## config.mk

```make
export PLATFORM = sky130hd
export DESIGN_NAME = mmau_front_flat
export DESIGN_NICKNAME = d
export VERILOG_FILES = /design/src/rtl/mmau_pkg.sv /design/src/rtl/mmau_if.sv /design/src/rtl/mmau_front.sv /design/src/flat_wrapper.sv
export SDC_FILE = /design/constraint.sdc
export NUM_CORES = 1
export LEC_CHECK = 0
export ABC_AREA = 1
export ABC_CLOCK_PERIOD_IN_PS = 5300
export BUFFER_PORTS_ARGS = -buffer_cell sky130_fd_sc_hd__buf_4
export CORE_UTILIZATION = 49
export DETAILED_ROUTE_END_ITERATION = 7
export GPL_TIMING_DRIVEN = 0
export PLACE_DENSITY = 0.81
export SYNTH_ARGS = -nofsm -noshare
export SYNTH_HDL_FRONTEND = slang
export SYNTH_SLANG_ARGS = --single-unit
```

## constraint.sdc

```tcl
create_clock -name vclk -period 5.3
set_input_delay 1.06 -clock vclk [all_inputs]
set_output_delay 1.06 -clock vclk [all_outputs]
set_load 0.02 [all_outputs]
```

## src/rtl/mmau_pkg.sv

```systemverilog
// ============================================================================
// mmau_pkg
// Shared constants, codes and types of the memory map access unit.
// ============================================================================
`default_nettype none

package mmau_pkg;

    // Region sizes in bytes
    localparam int unsigned FLASH_DEPTH  = 128 * 1024;
    localparam int unsigned SRAM_DEPTH   = 16 * 1024;
    localparam int unsigned SYSTEM_DEPTH = 1024 * 1024;
    localparam int unsigned ALIAS_DEPTH  = 128 * 1024;

    // Region bases
    localparam logic [31:0] ALIAS_BASE  = 32'h0000_0000;
    localparam logic [31:0] FLASH_BASE  = 32'h0800_0000;
    localparam logic [31:0] SRAM_BASE   = 32'h2000_0000;
    localparam logic [31:0] SYSTEM_BASE = 32'hE000_0000;

    // Byte lanes of a 32-bit word
    localparam int unsigned LANES = 4;

    localparam int unsigned MAX_DEPTH =
        (FLASH_DEPTH > SRAM_DEPTH)
            ? ((FLASH_DEPTH > SYSTEM_DEPTH) ? FLASH_DEPTH : SYSTEM_DEPTH)
            : ((SRAM_DEPTH > SYSTEM_DEPTH) ? SRAM_DEPTH : SYSTEM_DEPTH);

    localparam int unsigned OFS_W = $clog2(MAX_DEPTH);
    localparam int unsigned ROW_W = OFS_W - 2;

    localparam int unsigned FLASH_ROWS  = (FLASH_DEPTH + LANES - 1) / LANES;
    localparam int unsigned SRAM_ROWS   = (SRAM_DEPTH + LANES - 1) / LANES;
    localparam int unsigned SYSTEM_ROWS = (SYSTEM_DEPTH + LANES - 1) / LANES;
    localparam int unsigned MAX_ROWS    = (MAX_DEPTH + LANES - 1) / LANES;
    localparam int unsigned CLR_W       = $clog2(MAX_ROWS);

    localparam int unsigned STORE_COUNT = 3;

    // Queue between front and back
    localparam int unsigned QUEUE_DEPTH = 2;
    localparam int unsigned QPTR_W      = $clog2(QUEUE_DEPTH);

    // Access size codes; anything above halfword is a word
    localparam logic [1:0] SIZE_BYTE = 2'd0;
    localparam logic [1:0] SIZE_HALF = 2'd1;

    localparam logic ACT_WRITE = 1'b1;

    typedef enum logic [1:0] {
        ST_OK          = 2'd0,
        ST_BAD_ADDR    = 2'd1,
        ST_NOT_ALIGNED = 2'd2
    } t_status;

    typedef enum logic [1:0] {
        STORE_FLASH  = 2'd0,
        STORE_SRAM   = 2'd1,
        STORE_SYSTEM = 2'd2
    } t_store;

    typedef enum logic {
        CLR_SWEEP,
        CLR_DONE
    } t_clr_state;

    // One classified access, lane-ordered
    typedef struct packed {
        t_store             store;
        t_status            status;
        logic               is_write;
        logic [ROW_W-1:0]   row;       // row of the first byte
        logic [1:0]         lane_off;  // lane of the first byte
        logic [LANES-1:0]   lane_en;   // lanes touched by the access
        logic [31:0]        wdata;     // store data rotated onto lanes
    } t_entry;

    function automatic int unsigned store_rows(input int unsigned st);
        case (st)
            0:       return FLASH_ROWS;
            1:       return SRAM_ROWS;
            default: return SYSTEM_ROWS;
        endcase
    endfunction

endpackage

`default_nettype wire

```

## src/rtl/mmau_if.sv

```systemverilog
// ============================================================================
// mmau_if
// Request and response channels of the memory map access unit.
// ============================================================================
`default_nettype none

interface mmau_req_if;
    logic        valid;
    logic        ready;
    logic        action;
    logic [1:0]  access_size;
    logic        check_alignment;
    logic [31:0] address;
    logic [31:0] write_data;

    modport source (
        output valid, action, access_size, check_alignment, address, write_data,
        input  ready
    );
    modport sink (
        input  valid, action, access_size, check_alignment, address, write_data,
        output ready
    );
endinterface


`default_nettype wire

```

## src/rtl/mmau_front.sv

```systemverilog
// ============================================================================
// mmau_front
// Alignment check, region decode and lane steering of each bus word.
// ============================================================================
`default_nettype none

module mmau_front import mmau_pkg::*; (
    mmau_req_if.sink  i_req,
    input  wire logic i_busy,
    input  wire logic i_full,
    output logic      o_push,
    output t_entry    o_entry
);

    localparam logic [32:0] ALIAS_LIMIT  = 33'(ALIAS_BASE) + 33'(ALIAS_DEPTH);
    localparam logic [32:0] FLASH_LIMIT  = 33'(FLASH_BASE) + 33'(FLASH_DEPTH);
    localparam logic [32:0] SRAM_LIMIT   = 33'(SRAM_BASE) + 33'(SRAM_DEPTH);
    localparam logic [32:0] SYSTEM_LIMIT = 33'(SYSTEM_BASE) + 33'(SYSTEM_DEPTH);

    logic [2:0]  len;
    logic [1:0]  align_mask;
    logic        misalign;
    logic [32:0] a_end;
    logic        alias_hit;
    logic [31:0] eff;
    logic [32:0] eff_end;
    logic        hit_flash;
    logic        hit_sram;
    logic        hit_sys;
    logic [31:0] base;
    logic [31:0] offset;

    always_comb begin
        case (i_req.access_size)
            SIZE_BYTE: begin
                len        = 3'd1;
                align_mask = 2'b00;
            end
            SIZE_HALF: begin
                len        = 3'd2;
                align_mask = 2'b01;
            end
            default: begin
                len        = 3'd4;
                align_mask = 2'b11;
            end
        endcase

        misalign = i_req.check_alignment && ((i_req.address[1:0] & align_mask) != 2'b00);

        // alias window redirects onto flash at the same offset
        a_end     = {1'b0, i_req.address} + {30'd0, len};
        alias_hit = (i_req.address >= ALIAS_BASE) && (a_end <= ALIAS_LIMIT);
        eff       = alias_hit ? (i_req.address - ALIAS_BASE + FLASH_BASE) : i_req.address;
        eff_end   = {1'b0, eff} + {30'd0, len};

        hit_flash = (eff >= FLASH_BASE)  && (eff_end <= FLASH_LIMIT);
        hit_sram  = (eff >= SRAM_BASE)   && (eff_end <= SRAM_LIMIT);
        hit_sys   = (eff >= SYSTEM_BASE) && (eff_end <= SYSTEM_LIMIT);
    end

    always_comb begin
        logic [1:0] idx;

        idx = 2'd0;
        o_entry.is_write = (i_req.action == ACT_WRITE);

        if (hit_flash) begin
            o_entry.store = STORE_FLASH;
            base          = FLASH_BASE;
        end else if (hit_sram) begin
            o_entry.store = STORE_SRAM;
            base          = SRAM_BASE;
        end else begin
            o_entry.store = STORE_SYSTEM;
            base          = SYSTEM_BASE;
        end

        if (misalign) begin
            o_entry.status = ST_NOT_ALIGNED;
        end else if (hit_flash || hit_sram || hit_sys) begin
            o_entry.status = ST_OK;
        end else begin
            o_entry.status = ST_BAD_ADDR;
        end

        offset           = eff - base;
        o_entry.row      = offset[OFS_W-1:2];
        o_entry.lane_off = offset[1:0];

        // byte i of the word lands on lane (offset + i) mod 4
        for (int l = 0; l < LANES; l++) begin
            idx                  = 2'(l) - offset[1:0];
            o_entry.lane_en[l]   = ({1'b0, idx} < len);
            o_entry.wdata[8*l +: 8] = i_req.write_data[{idx, 3'b000} +: 8];
        end
    end

    assign i_req.ready = !i_busy && !i_full;
    assign o_push      = i_req.valid && !i_busy && !i_full;

endmodule

`default_nettype wire

```

## src/flat_wrapper.sv

```systemverilog
// flat-port wrapper written by rule: the top's interface ports become plain ports
module mmau_front_flat import mmau_pkg::*;
  (i_busy, i_full, o_push, o_entry, i_req_valid, i_req_action, i_req_access_size, i_req_check_alignment, i_req_address, i_req_write_data, i_req_ready);
  mmau_req_if i_req_i ();
  input  wire logic i_busy;
  input  wire logic i_full;
  output logic o_push;
  output t_entry o_entry;
  input wire logic [$bits(i_req_i.valid)-1:0] i_req_valid;
  input wire logic [$bits(i_req_i.action)-1:0] i_req_action;
  input wire logic [$bits(i_req_i.access_size)-1:0] i_req_access_size;
  input wire logic [$bits(i_req_i.check_alignment)-1:0] i_req_check_alignment;
  input wire logic [$bits(i_req_i.address)-1:0] i_req_address;
  input wire logic [$bits(i_req_i.write_data)-1:0] i_req_write_data;
  output wire logic [$bits(i_req_i.ready)-1:0] i_req_ready;
  assign i_req_i.valid = i_req_valid;
  assign i_req_i.action = i_req_action;
  assign i_req_i.access_size = i_req_access_size;
  assign i_req_i.check_alignment = i_req_check_alignment;
  assign i_req_i.address = i_req_address;
  assign i_req_i.write_data = i_req_write_data;
  assign i_req_ready = i_req_i.ready;
  mmau_front u_core (.i_req(i_req_i), .i_busy(i_busy), .i_full(i_full), .o_push(o_push), .o_entry(o_entry));
endmodule
```

==> results.md, run 1 <==
- Fin worst setup slack: 0.202 ns
- CTS hold repair buffers: 0
- Critical path data arrival time: 4.04 ns
- Worst Tran Pin Value: 0.759 ns
- Cells after Synth: 528
- P_leak: 2.15 nW
- Simple-gate share of the synthesized area: 0.559
- Pre-CTS setup slack: -0.417 ns
- Largest family of logic cells by synthesized area: simple AND/OR/NAND/NOR gates
- Yosys warns: 0
- Internal cell power: ~0.16 mW
- Top area cells in the synthesized netlist: nand2_1 23%, mux2i_1 12%, nor2_1 9.7%, inv_1 9.1%, o21ai_0 7.0%
- Startpoint class of the critical path: input port
- First-pass GRT wire length: 15800 um
- Final instance area: 4040 sq um
- Final wirelength: 10200 um
- Net Sw Power: 0.212 mW
- Worst hold path type: input port to output pin
- Clkbuf count: 0
- Clock power frac: 0
- Post-synth top cells: 168 x nand2_1, 70 x nor2_1, 66 x inv_1, 38 x o21ai_0, 36 x nand3_1
- Syn_nets: 609
- Worst hold path cell count: 2
- Vias in the first global route: 3626
- Mean area per synthesized cell: 5.13 sq um
- Synth Cell Area: between 2000 and 3000 sq um
- Sw frac: 0.575
- Post-synth top area share: 0.233
- Synth unique cells: 29
- Die area: 5830 sq um
- DR pass1 iterations: 5
- IR drop worst, VDD: between 0.08 and 0.09 mV
- Die Span X: 76.4 um
- Core area: 5200 sq um
- Max-Cap Viols: 0
- Adder-cell share of the synthesized area: 0.0489
- Final Setup Violations: 0
- Antenna Nets Post-Route: 0
- Mux contribution to synthesized area: 0.118
- Maximum clock rate: around 0.20 GHz
- Setup crit end kind: output pin
- Rows: 26
- # diodes: 0
- Seq/Total Area, Yosys: 0
- Nets: 756
- RSZ-0062 raised after global routing: yes
- Compound-Gate Fraction of Synth Area: 0.0822
- Num ports: 134
- Setup CP Type: input port to output pin
- Sequential cell fraction of total power: 0
- Syn-to-layout area delta: 49.1%
- Avg WL per Cell: 13.7 um
- CP Data Required Time: 4.24 ns
- Post-DP Area: 3800 sq um
- Initial antenna violation count: 0
- DRC: 0
- Count of flip-flops and latches: 0
- Die height: 76.4 um
- 1st-iter DRT viols: about 270
- GR Overflow Total: 0
- Largest net degree at the start of global routing: 12
- Crit share post-route: 0.962
- HPWL after DPL: 8080 um
- Share of layout cells above drive strength 1: 0.330
- Routed vias: between 4000 and 5000
- FF/Latch Area: 0 sq um
- Hold Fails Final Rpt: 0
- Outcome: complete, no violations
- XOR/XNOR Fraction of Synth Area: 0.0259
- GP Congestion: 0.903
- CP max FO: 6
- GRT Total Usage: 0.322
- Worst rel slew slack: 0.494
- Most frequent cell after synthesis: nand2_1
- Max-slew violation count: 0
- Initial Util: 0.521
- Vias/cell: 5.41
- Synth area leader: nand2_1
- IO Port Bufs: 133
- Comb pwr share: 1.000
- Tmin final: 5.10 ns
- PwrDens: 91.4 nW/um^2
-- cells in the final DEF (no fill, tap or decap) --
master,instances
o21bai_1,1
clkbuf_1,5
clkbuf_2,1
and2_1,1
nor4_1,4
o21ai_0,37
o21ai_1,4
buf_1,2
buf_4,167
a21oi_2,1
nand3_2,4
nand4_1,16
a21oi_1,1
nor3b_1,2
nand2_2,16
inv_2,4
xor2_1,4
nor2_1,64
clkbuf_4,1
xnor2_1,4
ha_4,2
nor3_1,8
nand3_1,31
mux2i_1,32
nand3b_1,8
nand2_4,3
nor2_4,7
nor2_2,10
nand3_4,4
ha_1,7
nand2_1,157
inv_1,63
nor3_4,1
fa_2,1
-- power by group through the flow --
stage | logic, mW | registers [mW] | clock network [mW]
after global routing | 0.397 | 0 | 0
after global placement | 0.339 | 0 | 0
after CTS | 0.350 | 0 | 0
final | 0.369 | 0 | 0
after detailed placement | 0.345 | 0 | 0
after floorplan | 0.193 | 0 | 0
-- worst max-delay path, stage by stage --
cell and delay, ns:
buf_4 0.13, inv_2 0.07, nand2_2 0.13, inv_2 0.06, ha_1 0.18, inv_1 0.08, nand2_1 0.05, nor2_1 0.26
nor2_2 0.12, buf_4 0.15, nand3b_1 0.08, nand2_1 0.07, nor2_2 0.13, nand3_1 0.11, nor2_2 0.17, nand3_4 0.12
nand2_4 0.12, nand2_2 0.06, nand2_4 0.08, nand4_1 0.14, nand2_2 0.16, nand3_2 0.08, nand3_2 0.10, nand2_2 0.05
nand2_2 0.07, nor2_1 0.04, buf_4 0.15
-- cell families (layout without fill, tap and decap cells) --
logic type,after synthesis,after routing
buf+inv,98,243
xor+xnor,8,8
simple gates,336,336
compound gates,44,44
mux,32,32
fa+ha+maj,10,10
-- final timing paths --
kind | from | endpoint | slack [ns]
hold / removal | i_req_action | o_entry[56] | 2.32
setup / recovery | i_req_access_size[1] | o_entry[57] | 0.20
-- cell type report --
type                       instances  area (sq um)
tap                               70          87.6
multi-input combinational        430          2410
inverter                          67           251
fill                             428          1160
timing repair buffer             145          1090
buffer                            31           204
-- through the flow --
stage	hold slack (ns)	setup TNS, ns	std cells	power, mW	utilization
final	2.32	0	743	0.369	0.776
after global routing	2.32	-0.160	743	0.397	0.776
after CTS	2.32	0	731	0.350	0.737
after detailed placement	2.32	-1.20	731	0.345	0.729
after global placement	2.32	-1.28	731	0.339	0.729
after floorplan	2.19	0	528	0.193	-
-- metal layers --
| layer | share of wire | track usage |
|---|---|---|
| met5 | 0 | 0 |
| met4 | 0.029 | 0.112 |
| met3 | 0.093 | 0.0455 |
| met2 | 0.47 | 0.571 |
| met1 | 0.41 | 0.393 |
-- what timing repair did --
action / 4_1_cts / 5_1_grt
endpoints found under the setup margin: 3 / 3
gates resized for setup: 11 / 34
buffers inserted: 0 / 12
pin swaps: 1 / 22
Note: power is estimated with default switching activity, not from simulation.
==> inputs of run 2 (changes only) <==
--- a/config.mk
+++ b/config.mk
@@ -7,11 +7,13 @@
 export LEC_CHECK = 0
 export ABC_AREA = 1
 export ABC_CLOCK_PERIOD_IN_PS = 5300
-export BUFFER_PORTS_ARGS = -buffer_cell sky130_fd_sc_hd__buf_4
-export CORE_UTILIZATION = 49
+export CELL_PAD_IN_SITES_DETAIL_PLACEMENT = 1
+export CELL_PAD_IN_SITES_GLOBAL_PLACEMENT = 1
+export CORE_UTILIZATION = 43
 export DETAILED_ROUTE_END_ITERATION = 7
+export DONT_BUFFER_PORTS = 1
 export GPL_TIMING_DRIVEN = 0
-export PLACE_DENSITY = 0.81
+export PLACE_DENSITY = 0.82
 export SYNTH_ARGS = -nofsm -noshare
 export SYNTH_HDL_FRONTEND = slang
 export SYNTH_SLANG_ARGS = --single-unit
==> results.md, run 2 (synthesized netlist as in run 1, its figures left out) <==
- Antenna Nets Post-Route: 0 (unchanged)
- First-pass GRT wire length: 15800 um (-0.13%)
- Final instance area: 2920 sq um (-28%)
- Pre-CTS setup slack: -0.420 ns (-0.00278 ns)
- Setup CP Type: input port to output pin
- Critical path's most frequent cell: inv_1
- Startpoint class of the critical path: input port
- Crit path largest cell delay: 0.50 ns (+0.24 ns)
- Fin worst setup slack: 0.236 ns (+0.0337 ns)
- Post-DP Area: 2800 sq um (-26%)
- Die Span X: 81.4 um (+6.6%)
- Syn-to-layout area delta: 7.76%
- Count of flip-flops and latches: 0 (unchanged)
- Max-Cap Viols: 0 (unchanged)
- Num ports: 134 (unchanged)
- Core area: 5990 sq um (+15%)
- Tmin final: 5.06 ns (-0.0337 ns)
- Crit share post-route: 0.955 (-0.00635)
- Outcome: complete, no violations
- DR pass1 iterations: 4 (-1)
- GRT Total Usage: 0.303 (-0.0188)
- Nets: 614 (-19%)
- DRC: 0 (unchanged)
- Avg WL per Cell: 16.5 um (+20%)
- Worst hold path type: input port to output pin
- Non-filler cells, final: 606 (-18%)
- Die height: 81.4 um (+6.6%)
- GR Overflow Total: 0 (unchanged)
- Most frequent cells in the layout: 162 x nand2_1, 66 x inv_1, 62 x nor2_1
- # diodes: 0 (unchanged)
- Commonest non-fill, non-tap cell in the layout: nand2_1
- Initial Util: 0.452 (-0.0683)
- Worst rel slew slack: 0.488 (-0.00656)
- GP Congestion: 0.992 (+9.9%)
- Hold Fails Final Rpt: 0 (unchanged)
- Placed insts: 603 (-18%)
- PwrDens: 81.9 nW/um^2 (-10%)
- Share of layout cells above drive strength 1: 0.128 (-0.202)
- Setup crit end kind: output pin
- CTS hold repair buffers: 0 (unchanged)
- Largest net degree at the start of global routing: 12 (unchanged)
- Critical path data arrival time: 4.00 ns (-0.04 ns)
- Max-slew violation count: 0 (unchanged)
- CP max-delay cell: clkbuf_1
- P_leak: 1.46 nW (-32%)
- FF/Latch Area: 0 sq um (unchanged)
- Maximum clock rate: 0.197 GHz (+0.66%)
- Vias in the first global route: 3443 (-5.0%)
- Initial antenna violation count: 0 (unchanged)
- Worst-path cell chain: clkbuf_1 -> inv_1 -> clkbuf_1 -> ha_1 -> inv_1 -> buf_1 -> ha_1 -> inv_1 -> nor2_1 -> o21ai_1
- Core Util, Final: 0.487 (-0.289)
- IR drop worst, VDD: 0.0554 mV (-37%)
- Clkbuf count: 0 (unchanged)
- Routed vias: 3430 (-15%)
- Vias/cell: 5.66 (+4.7%)
- 1st-iter DRT viols: 127 (-53%)
- RSZ-0062 raised after global routing: no
- Final wirelength: 9990 um (-2.2%)
- Worst Tran Pin Value: 0.768 ns (+0.00984 ns)
- Total design power: 0.239 mW (-35%)
- CP max FO: 11 (+5)
- Rows: 28 (+7.7%)
- CP Data Required Time: 4.24 ns (about the same)
- Die area: 6620 sq um (+14%)
- IO Port Bufs: 0 (-100%)
- HPWL after DPL: 8400 um (+4.0%)
- Final Setup Violations: 0 (unchanged)
==> run 2: final cells by class <==
cell class	instances	area (sq um)
Inverter	67	251
Fill cell	935	3070
Multi-Input combinational cell	430	2350
Tap cell	75	93.8
Buffer	31	203
Timing Repair Buffer	3	22.5
==> run 2: stage by stage <==
| step | TNS, ns | hold slack [ns] |
|---|---|---|
| after global placement | -0.751 | 2.20 |
| after floorplan | 0 | 2.19 |
| after detailed placement | -1.17 | 2.20 |
| after CTS | 0 | 2.20 |
| final | 0 | 2.20 |
| after global routing | 0 | 2.21 |
==> run 2: worst max-delay path, delay by kind of cell <==
kind | cells | cell delay, ns
AO/OA/AOI/OAI | 1 | 0.38
adder cells (fa/ha/maj) | 2 | 0.79
buffers and inverters | 6 | 1.73
AND/OR/NAND/NOR | 1 | 0.03
==> run 2: metal layers <==
layer | wire (um) | share of wire | GRT usage | up-vias
met2 | 5030 | 0.50 | 0.577 | 109
met3 | 561 | 0.056 | 0.0315 | 10
met4 | 144 | 0.014 | 0.0643 | 0
met1 | 4250 | 0.43 | 0.359 | 1621
li1 | - | - | - | 1690
met5 | 0 | 0 | 0 | -
==> run 2: power by group <==
group / switching (mW) / internal [mW] / total, mW
clock network: 0 / 0 / 0
logic: 0.170 / 0.0694 / 0.239
registers: 0 / 0 / 0
total: 0.170 / 0.0694 / 0.239
==> run 2: worst paths after layout <==
check                       startpoint          end  slack (ns)  cells past startpoint
worst max-delay path  i_req_address[1]  o_entry[34]        0.24                     10
worst min-delay path            i_busy  i_req_ready        2.20                      1
==> run 2: timing repair <==
action | CTS | global route
endpoints found under the setup margin | 4 | 4
pin swaps | 0 | 4
endpoints found under the hold margin | 0 | 0
buffers inserted | 0 | 3
resized for setup | 6 | 23
