File: config.mk
export PLATFORM = sky130hd
export DESIGN_NAME = mmau_queue
export DESIGN_NICKNAME = d
export VERILOG_FILES = /design/src/rtl/mmau_pkg.sv /design/src/rtl/mmau_queue.sv
export SDC_FILE = /design/constraint.sdc
export NUM_CORES = 1
export LEC_CHECK = 0
export BUFFER_PORTS_ARGS = -buffer_cell sky130_fd_sc_hd__buf_2
export CORE_MARGIN = 5
export CORE_UTILIZATION = 45
export CTS_CLUSTER_DIAMETER = 120
export DETAILED_ROUTE_END_ITERATION = 8
export PLACE_DENSITY = 0.7
export SLEW_MARGIN = 30
export SYNTH_ARGS = -nofsm -noshare
export SYNTH_HDL_FRONTEND = slang
export SYNTH_SLANG_ARGS = --single-unit
File: constraint.sdc
create_clock -name i_clk -period 10.6 [get_ports i_clk]
set_clock_uncertainty 0.2 [all_clocks]
set_input_delay 0.53 -clock i_clk [delete_from_list [all_inputs] [get_ports i_clk]]
set_output_delay 0.53 -clock i_clk [all_outputs]
set_load 0.05 [all_outputs]
File: src/rtl/mmau_pkg.sv
// ============================================================================
// mmau_pkg
// Shared constants, codes and types of the memory map access unit.
// ============================================================================
`default_nettype none

package mmau_pkg;

    // Region sizes in bytes
    localparam int unsigned FLASH_DEPTH  = 128 * 1024;
    localparam int unsigned SRAM_DEPTH   = 16 * 1024;
    localparam int unsigned SYSTEM_DEPTH = 1024 * 1024;
    localparam int unsigned ALIAS_DEPTH  = 128 * 1024;

    // Region bases
    localparam logic [31:0] ALIAS_BASE  = 32'h0000_0000;
    localparam logic [31:0] FLASH_BASE  = 32'h0800_0000;
    localparam logic [31:0] SRAM_BASE   = 32'h2000_0000;
    localparam logic [31:0] SYSTEM_BASE = 32'hE000_0000;

    // Byte lanes of a 32-bit word
    localparam int unsigned LANES = 4;

    localparam int unsigned MAX_DEPTH =
        (FLASH_DEPTH > SRAM_DEPTH)
            ? ((FLASH_DEPTH > SYSTEM_DEPTH) ? FLASH_DEPTH : SYSTEM_DEPTH)
            : ((SRAM_DEPTH > SYSTEM_DEPTH) ? SRAM_DEPTH : SYSTEM_DEPTH);

    localparam int unsigned OFS_W = $clog2(MAX_DEPTH);
    localparam int unsigned ROW_W = OFS_W - 2;

    localparam int unsigned FLASH_ROWS  = (FLASH_DEPTH + LANES - 1) / LANES;
    localparam int unsigned SRAM_ROWS   = (SRAM_DEPTH + LANES - 1) / LANES;
    localparam int unsigned SYSTEM_ROWS = (SYSTEM_DEPTH + LANES - 1) / LANES;
    localparam int unsigned MAX_ROWS    = (MAX_DEPTH + LANES - 1) / LANES;
    localparam int unsigned CLR_W       = $clog2(MAX_ROWS);

    localparam int unsigned STORE_COUNT = 3;

    // Queue between front and back
    localparam int unsigned QUEUE_DEPTH = 2;
    localparam int unsigned QPTR_W      = $clog2(QUEUE_DEPTH);

    // Access size codes; anything above halfword is a word
    localparam logic [1:0] SIZE_BYTE = 2'd0;
    localparam logic [1:0] SIZE_HALF = 2'd1;

    localparam logic ACT_WRITE = 1'b1;

    typedef enum logic [1:0] {
        ST_OK          = 2'd0,
        ST_BAD_ADDR    = 2'd1,
        ST_NOT_ALIGNED = 2'd2
    } t_status;

    typedef enum logic [1:0] {
        STORE_FLASH  = 2'd0,
        STORE_SRAM   = 2'd1,
        STORE_SYSTEM = 2'd2
    } t_store;

    typedef enum logic {
        CLR_SWEEP,
        CLR_DONE
    } t_clr_state;

    // One classified access, lane-ordered
    typedef struct packed {
        t_store             store;
        t_status            status;
        logic               is_write;
        logic [ROW_W-1:0]   row;       // row of the first byte
        logic [1:0]         lane_off;  // lane of the first byte
        logic [LANES-1:0]   lane_en;   // lanes touched by the access
        logic [31:0]        wdata;     // store data rotated onto lanes
    } t_entry;

    function automatic int unsigned store_rows(input int unsigned st);
        case (st)
            0:       return FLASH_ROWS;
            1:       return SRAM_ROWS;
            default: return SYSTEM_ROWS;
        endcase
    endfunction

endpackage

`default_nettype wire

File: src/rtl/mmau_queue.sv
// ============================================================================
// mmau_queue
// Short FIFO of classified words between the front and the back.
// ============================================================================
`default_nettype none

module mmau_queue import mmau_pkg::*; (
    input  wire logic i_clk,
    input  wire logic i_rst_n,
    input  wire logic i_push,
    input  t_entry    i_entry,
    output logic      o_full,
    input  wire logic i_pop,
    output logic      o_valid,
    output t_entry    o_entry
);

    t_entry              r_mem [QUEUE_DEPTH];
    logic [QPTR_W-1:0]   r_wr_ptr;
    logic [QPTR_W-1:0]   r_rd_ptr;
    logic [QPTR_W:0]     r_count;
    logic [QPTR_W-1:0]   n_wr_ptr;
    logic [QPTR_W-1:0]   n_rd_ptr;
    logic [QPTR_W:0]     n_count;

    always_comb begin
        n_wr_ptr = r_wr_ptr;
        n_rd_ptr = r_rd_ptr;
        n_count  = r_count;
        if (i_push) begin
            n_wr_ptr = (r_wr_ptr == QPTR_W'(QUEUE_DEPTH - 1)) ? '0 : r_wr_ptr + 1'b1;
        end
        if (i_pop) begin
            n_rd_ptr = (r_rd_ptr == QPTR_W'(QUEUE_DEPTH - 1)) ? '0 : r_rd_ptr + 1'b1;
        end
        case ({i_push, i_pop})
            2'b10:   n_count = r_count + 1'b1;
            2'b01:   n_count = r_count - 1'b1;
            default: n_count = r_count;
        endcase
    end

    always_ff @(posedge i_clk) begin
        if (!i_rst_n) begin
            r_wr_ptr <= '0;
            r_rd_ptr <= '0;
            r_count  <= '0;
        end else begin
            r_wr_ptr <= n_wr_ptr;
            r_rd_ptr <= n_rd_ptr;
            r_count  <= n_count;
        end
    end

    always_ff @(posedge i_clk) begin
        if (i_push) begin
            r_mem[r_wr_ptr] <= i_entry;
        end
    end

    assign o_full  = (r_count == (QPTR_W + 1)'(QUEUE_DEPTH));
    assign o_valid = (r_count != '0);
    assign o_entry = r_mem[r_rd_ptr];

endmodule

`default_nettype wire

==> results of run 1 <==
==> power groups by stage <==
| stage | clock [µW] | combinational (µW) | sequential (µW) |
|---|---|---|---|
| global placement | 0 | 185 | 599 |
| global route | 600 | 207 | 593 |
| floorplan | 0 | 144 | 596 |
| CTS | 570 | 194 | 591 |
| finish | 560 | 195 | 590 |
| detailed placement | 0 | 187 | 601 |
==> synthesized netlist by cell type <==
cell type  count
o21a_1         1
and2b_2        1
xor2_1         1
nor2_1         1
or3_1          1
and2_1         4
o21ai_0        1
nor2b_1        1
dfxtp_1        5
mux2_2        61
a21boi_1       1
or2_2          1
inv_1          1
edfxtp_1     122
buf_2          7
ha_1           1
xnor2_1        2
==> worst max-delay path by stage <==
stage	to	slack, ps	start	depth (start not counted)
final	o_entry[3]	7430	flop	3
after detailed placement	o_entry[5]	7900	flop	3
after floorplan	r_mem[0][0]	6740	i_push	2
after global placement	o_entry[3]	7920	flop	3
after global routing	o_entry[8]	7270	flop	3
after CTS	o_entry[5]	7360	flop	3
==> critical path, delay by kind of cell (launching register included) <==
family                 cells  cell delay, ps
buffers and inverters      2             760
flip-flops                 1             760
multiplexers               1             410
==> state kept, by name, summed over array words and instances, names as in the netlist, named ones only <==
register,flops
r_rd_ptr,1
r_mem,122
r_wr_ptr,1
r_count,2
==> metrics by stage <==
stage	cell area (µm²)	hold WS, ps	worst slack [ps]
after floorplan	4600	261	6740
after global placement	5410	284	7920
after detailed placement	5410	296	7900
after CTS	6210	0.550	7360
after global routing	6340	0.406	7270
final	6340	27.1	7430
==> routing by layer <==
| metal | part of all wire (%) | up-vias | global-route usage, % |
|---|---|---|---|
| met5 | 0 | - | 0 |
| met2 | 51 | 84 | 24.5 |
| li1 | - | 1194 | - |
| met1 | 41 | 1224 | 16.2 |
| met3 | 7.4 | 7 | 5.84 |
| met4 | 0.82 | 0 | 4.62 |
==> cell families after synthesis <==
group / synth area share (%)
flops: 81.7
mux: 14.9
simple gates: 1.22
buf+inv: 0.842
compound gates: 0.435
xor+xnor: 0.571
fa+ha+maj: 0.272
==> what timing repair did <==
item / 4_1_cts / 5_1_grt
resized for setup: 0 / 0
hold endpoints to repair: 43 / 25
hold buffers: 22 / 13
==> cell usage in the layout (no fill, tap or decap), types with 2 or more instances in the layout <==
| cell | count |
|---|---|
| edfxtp_1 | 122 |
| clkinv_4 | 2 |
| dlygate4sd3_1 | 35 |
| bufinv_16 | 3 |
| dfxtp_1 | 4 |
| clkinvlp_4 | 6 |
| clkinv_2 | 3 |
| clkbuf_16 | 16 |
| mux2_2 | 61 |
| and2_1 | 3 |
| buf_4 | 3 |
| xnor2_1 | 2 |
| buf_2 | 127 |
==> cell type report <==
type | instances | area [µm²] | area share [%]
inverters | 1 | 3.75 | 0.0592
multi-input cells | 77 | 811 | 12.8
repair buffers | 165 | 1010 | 15.9
clock buffers | 17 | 414 | 6.53
clock inverters | 15 | 171 | 2.70
well taps | 136 | 170 | 2.68
flip-flops and latches | 127 | 3760 | 59.3
==> metrics, run 1 <==
Max Fanout on Critical Path 35; Starting Density 45.4%; critical path launch point type flop; total wire length 8520 µm; worst vdd ir 160 µV; Final Util 62.6%; Hold Path Depth 1; worst reg2reg path depth 2; R2R Path End r_mem[0][12]; Avg WL per Cell 15.8 µm; Sink Count 127; Post-Syn Area 0.00460 mm²; internal power 998 µW; Clk pwr share 41.6%; initial antenna violation count 0; Min-Delay Startpoint i_entry[7]; area delta synth->final 37.8%; Hold Path End r_mem[1][7]; area leader, netlist edfxtp_1; root buffer cell clkbuf_8; Distinct cells, synth 17; Comb power frac 14.5%; Site Rows 37; Inserted Clock Buffers 17; critical path arrival 2440 ps; ant diodes 0; first-pass GRT wire length 13700 µm; status completed; CP cell instances buf_4 > mux2_2 > buf_2; clk slew on worst S/H paths 60 ps; via count 2509; Synth top area share 79.6%; Cell Count Post-Placement 471; Final Total Pwr 1350 µW; final setup fails 0; Max Slew Vio Count 0; worst slew pin tran 903 ps; Net Sw Frac 25.8%; grt total ovfl 0; crit path max-delay cell type dfxtp_2; CTS H-tree lvls 4; I/O pin count 128; RSZ-0062 raised after global routing false; post-DR vias/cell 4.66; Worst path max stage delay 760 ps; Antenna Nets Post-Route 0; Synth area leaders edfxtp_1, mux2_2, dfxtp_1, buf_2, and2_1; die area 0.0124 mm²; max_cap viols 0; setup bufs post-CTS 0; post-synthesis register bit count 127; setup TNS 0 ps; Critical Path End Type output pin; DR DRC count 0; Leak 0.00240 µW; TritonCTS clock tree yes; Post-Syn Area per Cell 21.7 µm²; Die X-Extent 111 µm; WP data required 9870 ps; placed wire-length estimate 5160 µm; drt pass-1 iters 4; vias in the first global route 2742; DRT iter0 DRCs 72; yosys warns 0; worst reg2reg startpoint r_wr_ptr; Fill cells 740; Seq/Total Area, Yosys 81.7%; largest net degree at the start of global routing 36; Bufs on Longest Clock Path 2; Final GP Congestion 0.675; cells after synthesis 212; clock latency on the worst-skew pair 490 ps; period utilization 29.9%; Non-Filler Instances 538; Achievable Freq 0.315 GHz; CORE AREA 0.0101 mm²; PD cells 212 mW/mm²; min cycle time layout 3170 ps; Nets 455; Die Y-Extent 111 µm; switching power 348 µW; Max transition margin 39.7%; Final Hold Fails 0; WS Path Type flop to output pin; sequential share of power 43.9%; worst min-delay path class primary input to flop; R2R setup slack 8450 ps; IO Port Bufs 127; GRT Total Usage 14.3%; layout cell share with drive strength beyond 1 56.5%; Syn Nets 278
No activity file was read; power rests on OpenSTA's default activity.
==> inputs of run 2 (changes only) <==
--- a/config.mk
+++ b/config.mk
@@ -10,7 +10,7 @@
 export CORE_UTILIZATION = 45
 export CTS_CLUSTER_DIAMETER = 120
 export DETAILED_ROUTE_END_ITERATION = 8
-export PLACE_DENSITY = 0.7
+export PLACE_DENSITY = 0.73
 export SLEW_MARGIN = 30
 export SYNTH_ARGS = -nofsm -noshare
 export SYNTH_HDL_FRONTEND = slang
==> constraint.sdc (replaced) <==
create_clock -name i_clk -period 2.9 [get_ports i_clk]
set_clock_uncertainty 0.2 [all_clocks]
set_input_delay 0.145 -clock i_clk [delete_from_list [all_inputs] [get_ports i_clk]]
set_output_delay 0.145 -clock i_clk [all_outputs]
set_load 0.05 [all_outputs]
==> metrics, run 2 (synthesis results as in run 1) <==
status completed (unchanged); final setup fails 0 (unchanged); DRT iter0 DRCs 99 (was 72); Nets 487 (was 455); clock latency on the worst-skew pair 500 ps (was 490 ps); vias in the first global route 2864 (was 2742); DR DRC count 0 (unchanged); Achievable Freq 0.462 GHz; CORE AREA 0.0101 mm² (unchanged); setup TNS 0 ps (unchanged); Post-Route M1 WL 3540 µm (was 3460 µm); max reg flops 122 (unchanged); leading cell type in the layout, fill and taps excluded buf_2 (unchanged); routed wl met3 547 µm (was 629 µm); Final GP Congestion 0.713 (was 0.675); Site Rows 37 (unchanged); root buffer cell clkbuf_8 (unchanged); fin area 0.00672 mm² (was 0.00634 mm²); Placement Cell Area 0.00545 mm² (was 0.00541 mm²); CP bufs+invs 2 (unchanged); worst min-delay path class primary input to flop (unchanged); Max Slew Vio Count 0 (unchanged); IO Port Bufs 127 (unchanged); Bufs on Longest Clock Path 2 (unchanged); initial antenna violation count 0 (unchanged); Antenna Nets Post-Route 0 (unchanged); Biggest register r_mem (unchanged); Crit path max-delay family buffers and inverters (was flip-flops); max_cap viols 0 (unchanged); RSZ-0062 raised after global routing false (unchanged); area delta synth->final 45.8% (was 37.8%); worst vdd ir 394 µV (was 160 µV); critical path arrival 1820 ps (was 2440 ps); die area 0.0124 mm² (unchanged); layout cell share with drive strength beyond 1 51.8% (was 56.5%); Max Fanout on Critical Path 61 (was 35); Die X-Extent 111 µm (unchanged); drt pass-1 iters 4 (unchanged); I/O pin count 128 (unchanged); PD cells 759 mW/mm² (was 212 mW/mm²); met2 wire len 4560 µm (was 4360 µm); TritonCTS clock tree yes (unchanged); Final Hold Fails 0 (unchanged); placed wire-length estimate 5220 µm (was 5160 µm); Hold WS 154 ps (was 27.1 ps); period utilization 74.6%; post-DR vias/cell 4.62 (was 4.66); Leak 0.00257 µW (was 0.00240 µW); Regs by FF count r_mem x122, r_count x2 (unchanged); via count 2634 (was 2509); Sink Count 127 (unchanged); WP data required 2560 ps (was 9870 ps); GRT Total Usage 14.8% (was 14.3%); top layer in use met4 (unchanged); critical path launch point type flop (unchanged); ant diodes 0 (unchanged); Max transition margin 72.4% (was 39.7%); worst slew pin tran 414 ps (was 903 ps); setup bufs post-CTS 0 (unchanged); grt total ovfl 0 (unchanged); total wire length 8750 µm (was 8520 µm); crit path max-delay cell type mux2_2 (was dfxtp_2); Worst path max stage delay 400 ps (was 760 ps); min cycle time layout 2160 ps; clk slew on worst S/H paths 60 ps (about the same); WS Path Type flop to output pin (unchanged); CP cell instances buf_12 > mux2_2 > buf_2 (was buf_4 > mux2_2 > buf_2); Critical Path End Type output pin (unchanged); highest-count cells in the layout ignoring fill and taps buf_2, edfxtp_1, dlygate4sd3_1, mux2_2, clkbuf_16 (was buf_2, edfxtp_1, mux2_2, dlygate4sd3_1, clkbuf_16); Avg WL per Cell 15.3 µm (was 15.8 µm); largest net degree at the start of global routing 62 (was 36); Die Y-Extent 111 µm (unchanged); Inserted Clock Buffers 17 (unchanged); CTS H-tree lvls 4 (unchanged); Starting Density 45.4% (unchanged); first-pass GRT wire length 14000 µm (was 13700 µm)
-- run 2: changes by cell type in the layout (fill, tap and decap cells not counted), sizes merged --
cell	previous run	this run
clkbuf	17	20
clkinvlp	6	2
dlygate4sd3	35	65
buf	130	132
clkinv	6	5
bufinv	3	5
-- run 2: final cells by class --
cell class                 instances  area, µm²
timing repair buffer             197       1350
fill                             669       3420
clock buffer                      20        425
tap                              136        170
multi-input combinational         77        811
sequential                       127       3760
clock inverter                    12        191
inverter                           1       3.75
-- run 2: final timing paths --
path	from	end	slack [ps]	depth (start not counted)
worst max register to register	r_wr_ptr	r_mem[0][27]	1330	2
worst max-delay path	flop	o_entry[9]	740	3
worst min register to register	r_count[1]	r_count[1]	330	2
worst min-delay path	i_entry[49]	r_mem[0][49]	150	2
-- run 2: metal layers --
metal	up-vias	track usage, %
li1	1259	-
met1	1280	16.0
met2	82	26.1
met3	13	6.17
met4	0	5.35
met5	-	0
-- run 2: through the flow --
stage | setup slack [ps] | utilization (%) | total power, µW | std cells
CTS | 725 | 66.2 | 5150 | 570
global placement | 1290 | 53.7 | 2880 | 473
global route | 694 | 66.2 | 5290 | 570
detailed placement | 1280 | 53.7 | 2890 | 473
floorplan | 350 | - | 2700 | 212
finish | 737 | 66.2 | 5100 | 570
-- run 2: timing repair --
action / in CTS / in global routing
setup endpoints to repair: 0 / 0
resized for setup: 0 / 0
hold buffers: 65 / 0
hold endpoints to repair: 136 / 0
-- run 2: worst register-to-register path: cells and delay by family (launching register included) --
kind / cells / cell delay, ps
AND/OR/NAND/NOR: 1 / 340
flip-flops: 1 / 340
buffers and inverters: 1 / 370
-- run 2: power breakdown --
group / switching (µW) / leakage, µW / internal [µW]
sequential: 24.3 / 0.00119 / 2120
combinational: 506 / 0.00109 / 264
clock: 711 / 0.000294 / 1470
==> inputs of run 3 (changes only) <==
==> constraint.sdc (replaced) <==
create_clock -name i_clk -period 1.84 [get_ports i_clk]
set_clock_uncertainty 0.2 [all_clocks]
set_input_delay 0.092 -clock i_clk [delete_from_list [all_inputs] [get_ports i_clk]]
set_output_delay 0.092 -clock i_clk [all_outputs]
set_load 0.05 [all_outputs]
==> metrics, run 3 (synthesis results as in run 1) <==
status complete, but fails checks (was completed); DRT iter0 DRCs 127 (was 99); Clk pwr share 37.4% (was 42.8%); TritonCTS clock tree yes (unchanged); total wire length 10200 µm (was 8750 µm); initial antenna violation count 1 (was 0); critical path launch point type flop (unchanged); Max transition margin 80.2% (was 72.4%); root buffer cell clkbuf_8 (unchanged); largest net degree at the start of global routing 35 (was 62); WS Path Type flop to output pin (unchanged); Max Fanout on Critical Path 4 (was 61); area delta synth->final 59.7% (was 45.8%); CORE AREA 0.0101 mm² (unchanged); worst reg2reg startpoint r_wr_ptr (unchanged); Sink Count 127 (unchanged); Leak 0.00289 µW (was 0.00257 µW); max_cap viols 0 (unchanged); Regs by FF count r_mem x122, r_count x2 (unchanged); clk slew on worst S/H paths 50 ps (was 60 ps); Antenna Nets Post-Route 0 (unchanged); Final Util 72.5% (was 66.2%); Critical Path End Type output pin (unchanged); first-pass GRT wire length 16100 µm (was 14000 µm); worst slew pin tran 297 ps (was 414 ps); layout cell share with drive strength beyond 1 52.3% (was 51.8%); critical path arrival 1640 ps (was 1820 ps); highest-count cells in the layout ignoring fill and taps edfxtp_1, buf_2, dlygate4sd3_1, buf_6, mux2_4 (was buf_2, edfxtp_1, dlygate4sd3_1, mux2_2, clkbuf_16); period utilization 105%; Avg WL per Cell 17.8 µm (was 15.3 µm); failing checks negative setup slack; drt pass-1 iters 4 (unchanged); DR DRC count 0 (unchanged); Nets 493 (was 487); Biggest register r_mem (unchanged); GRT Total Usage 17.1% (was 14.8%); Final Total Pwr 7950 µW (was 5100 µW); Min-Delay Startpoint i_entry[19] (was i_entry[49]); switching power 2030 µW (was 1240 µW); Site Rows 37 (unchanged); Comb power frac 20.0% (was 15.1%); min cycle time layout 1930 ps; WP data required 1550 ps (was 2560 ps); Final Hold Fails 0 (unchanged); Setup WS post-layout -94.2 ps (was 737 ps); post-DR vias/cell 4.72 (was 4.62); clock latency on the worst-skew pair 510 ps (was 500 ps); placed wire-length estimate 5510 µm (was 5220 µm); internal power 5930 µW (was 3860 µW); IO Port Bufs 127 (unchanged); worst min-delay path class primary input to flop (unchanged); PD cells 1080 mW/mm² (was 759 mW/mm²); Starting Density 45.4% (unchanged); Die Y-Extent 111 µm (unchanged); Achievable Freq 0.517 GHz; final setup fails 61 (was 0); I/O pin count 128 (unchanged); RSZ-0062 raised after global routing true (was false); sequential share of power 42.6% (was 42.1%); CTS H-tree lvls 4 (unchanged); via count 2713 (was 2634); worst vdd ir 632 µV (was 394 µV); max reg flops 122 (unchanged); Net Sw Frac 25.5% (was 24.3%); Inserted Clock Buffers 17 (unchanged); vias in the first global route 3057 (was 2864); Max Slew Vio Count 0 (unchanged); leading cell type in the layout, fill and taps excluded edfxtp_1 (was buf_2); Final GP Congestion 0.725 (was 0.713); die area 0.0124 mm² (unchanged); Die X-Extent 111 µm (unchanged); grt total ovfl 0 (unchanged); Bufs on Longest Clock Path 2 (unchanged)
-- run 3: cell count changes in the layout (fill, tap and decap cells not counted), sizes merged --
cell and change:
buf +5, clkinv +4, bufinv -3, clkinvlp -2, diode +1
-- run 3: area by class of cell --
class	instances	area [µm²]
sequential	127	3770
fill	589	2790
timing repair buffer	203	1940
multi-input combinational	77	942
clock buffer	19	422
tap	136	170
clock inverter	11	100
inverter	1	3.75
antenna	1	2.50
-- run 3: critical path: stages (launching register included) --
cell       delay [ps]
dfxtp_4           390
buf_12            130
clkbuf_16         150
mux2_4            310
buf_6             160
-- run 3: layer usage --
metal / vias up / global-route usage (%) / share of wire, %
li1: 1271 / - / -
met3: 13 / 6.55 / 5.5
met5: - / 0 / 0
met1: 1337 / 18.1 / 38
met2: 92 / 30.5 / 55
met4: 0 / 6.97 / 1.7
-- run 3: final timing paths --
check                                     to  slack (ps)  cells after the start
worst max-delay path             o_entry[58]         -90                      4
worst min-delay path            r_mem[0][19]         110                      2
worst max register to register      r_wr_ptr         130                      4
worst min register to register    r_count[1]         300                      2
-- run 3: metrics by stage --
step	TNS, ps	area, µm²	hold WS, ps	instances	setup slack, ps
3_5_place_dp	0	5500	84.5	475	365
2_1_floorplan	0	4610	-9.13	212	4.61
4_1_cts	-5800	7230	82.3	573	-142
3_3_place_gp	0	5500	78.9	475	381
6_report	-3710	7350	108	575	-94.2
5_1_grt	-7250	7350	85.2	575	-152
-- run 3: what timing repair did --
item,in CTS,in global routing
hold buffers,65,0
buffers inserted,1,0
endpoints found under the setup margin,61,62
gates resized for setup,150,26
endpoints found under the hold margin,134,0
gates cloned,2,1
-- run 3: power by group through the flow --
| stage | clock network, µW | registers (µW) | logic [µW] |
|---|---|---|---|
| after global routing | 3210 | 3400 | 1660 |
| after floorplan | 0 | 3430 | 829 |
| after detailed placement | 0 | 3440 | 1130 |
| final | 2970 | 3390 | 1590 |
| after CTS | 3020 | 3390 | 1520 |
| after global placement | 0 | 3430 | 1110 |
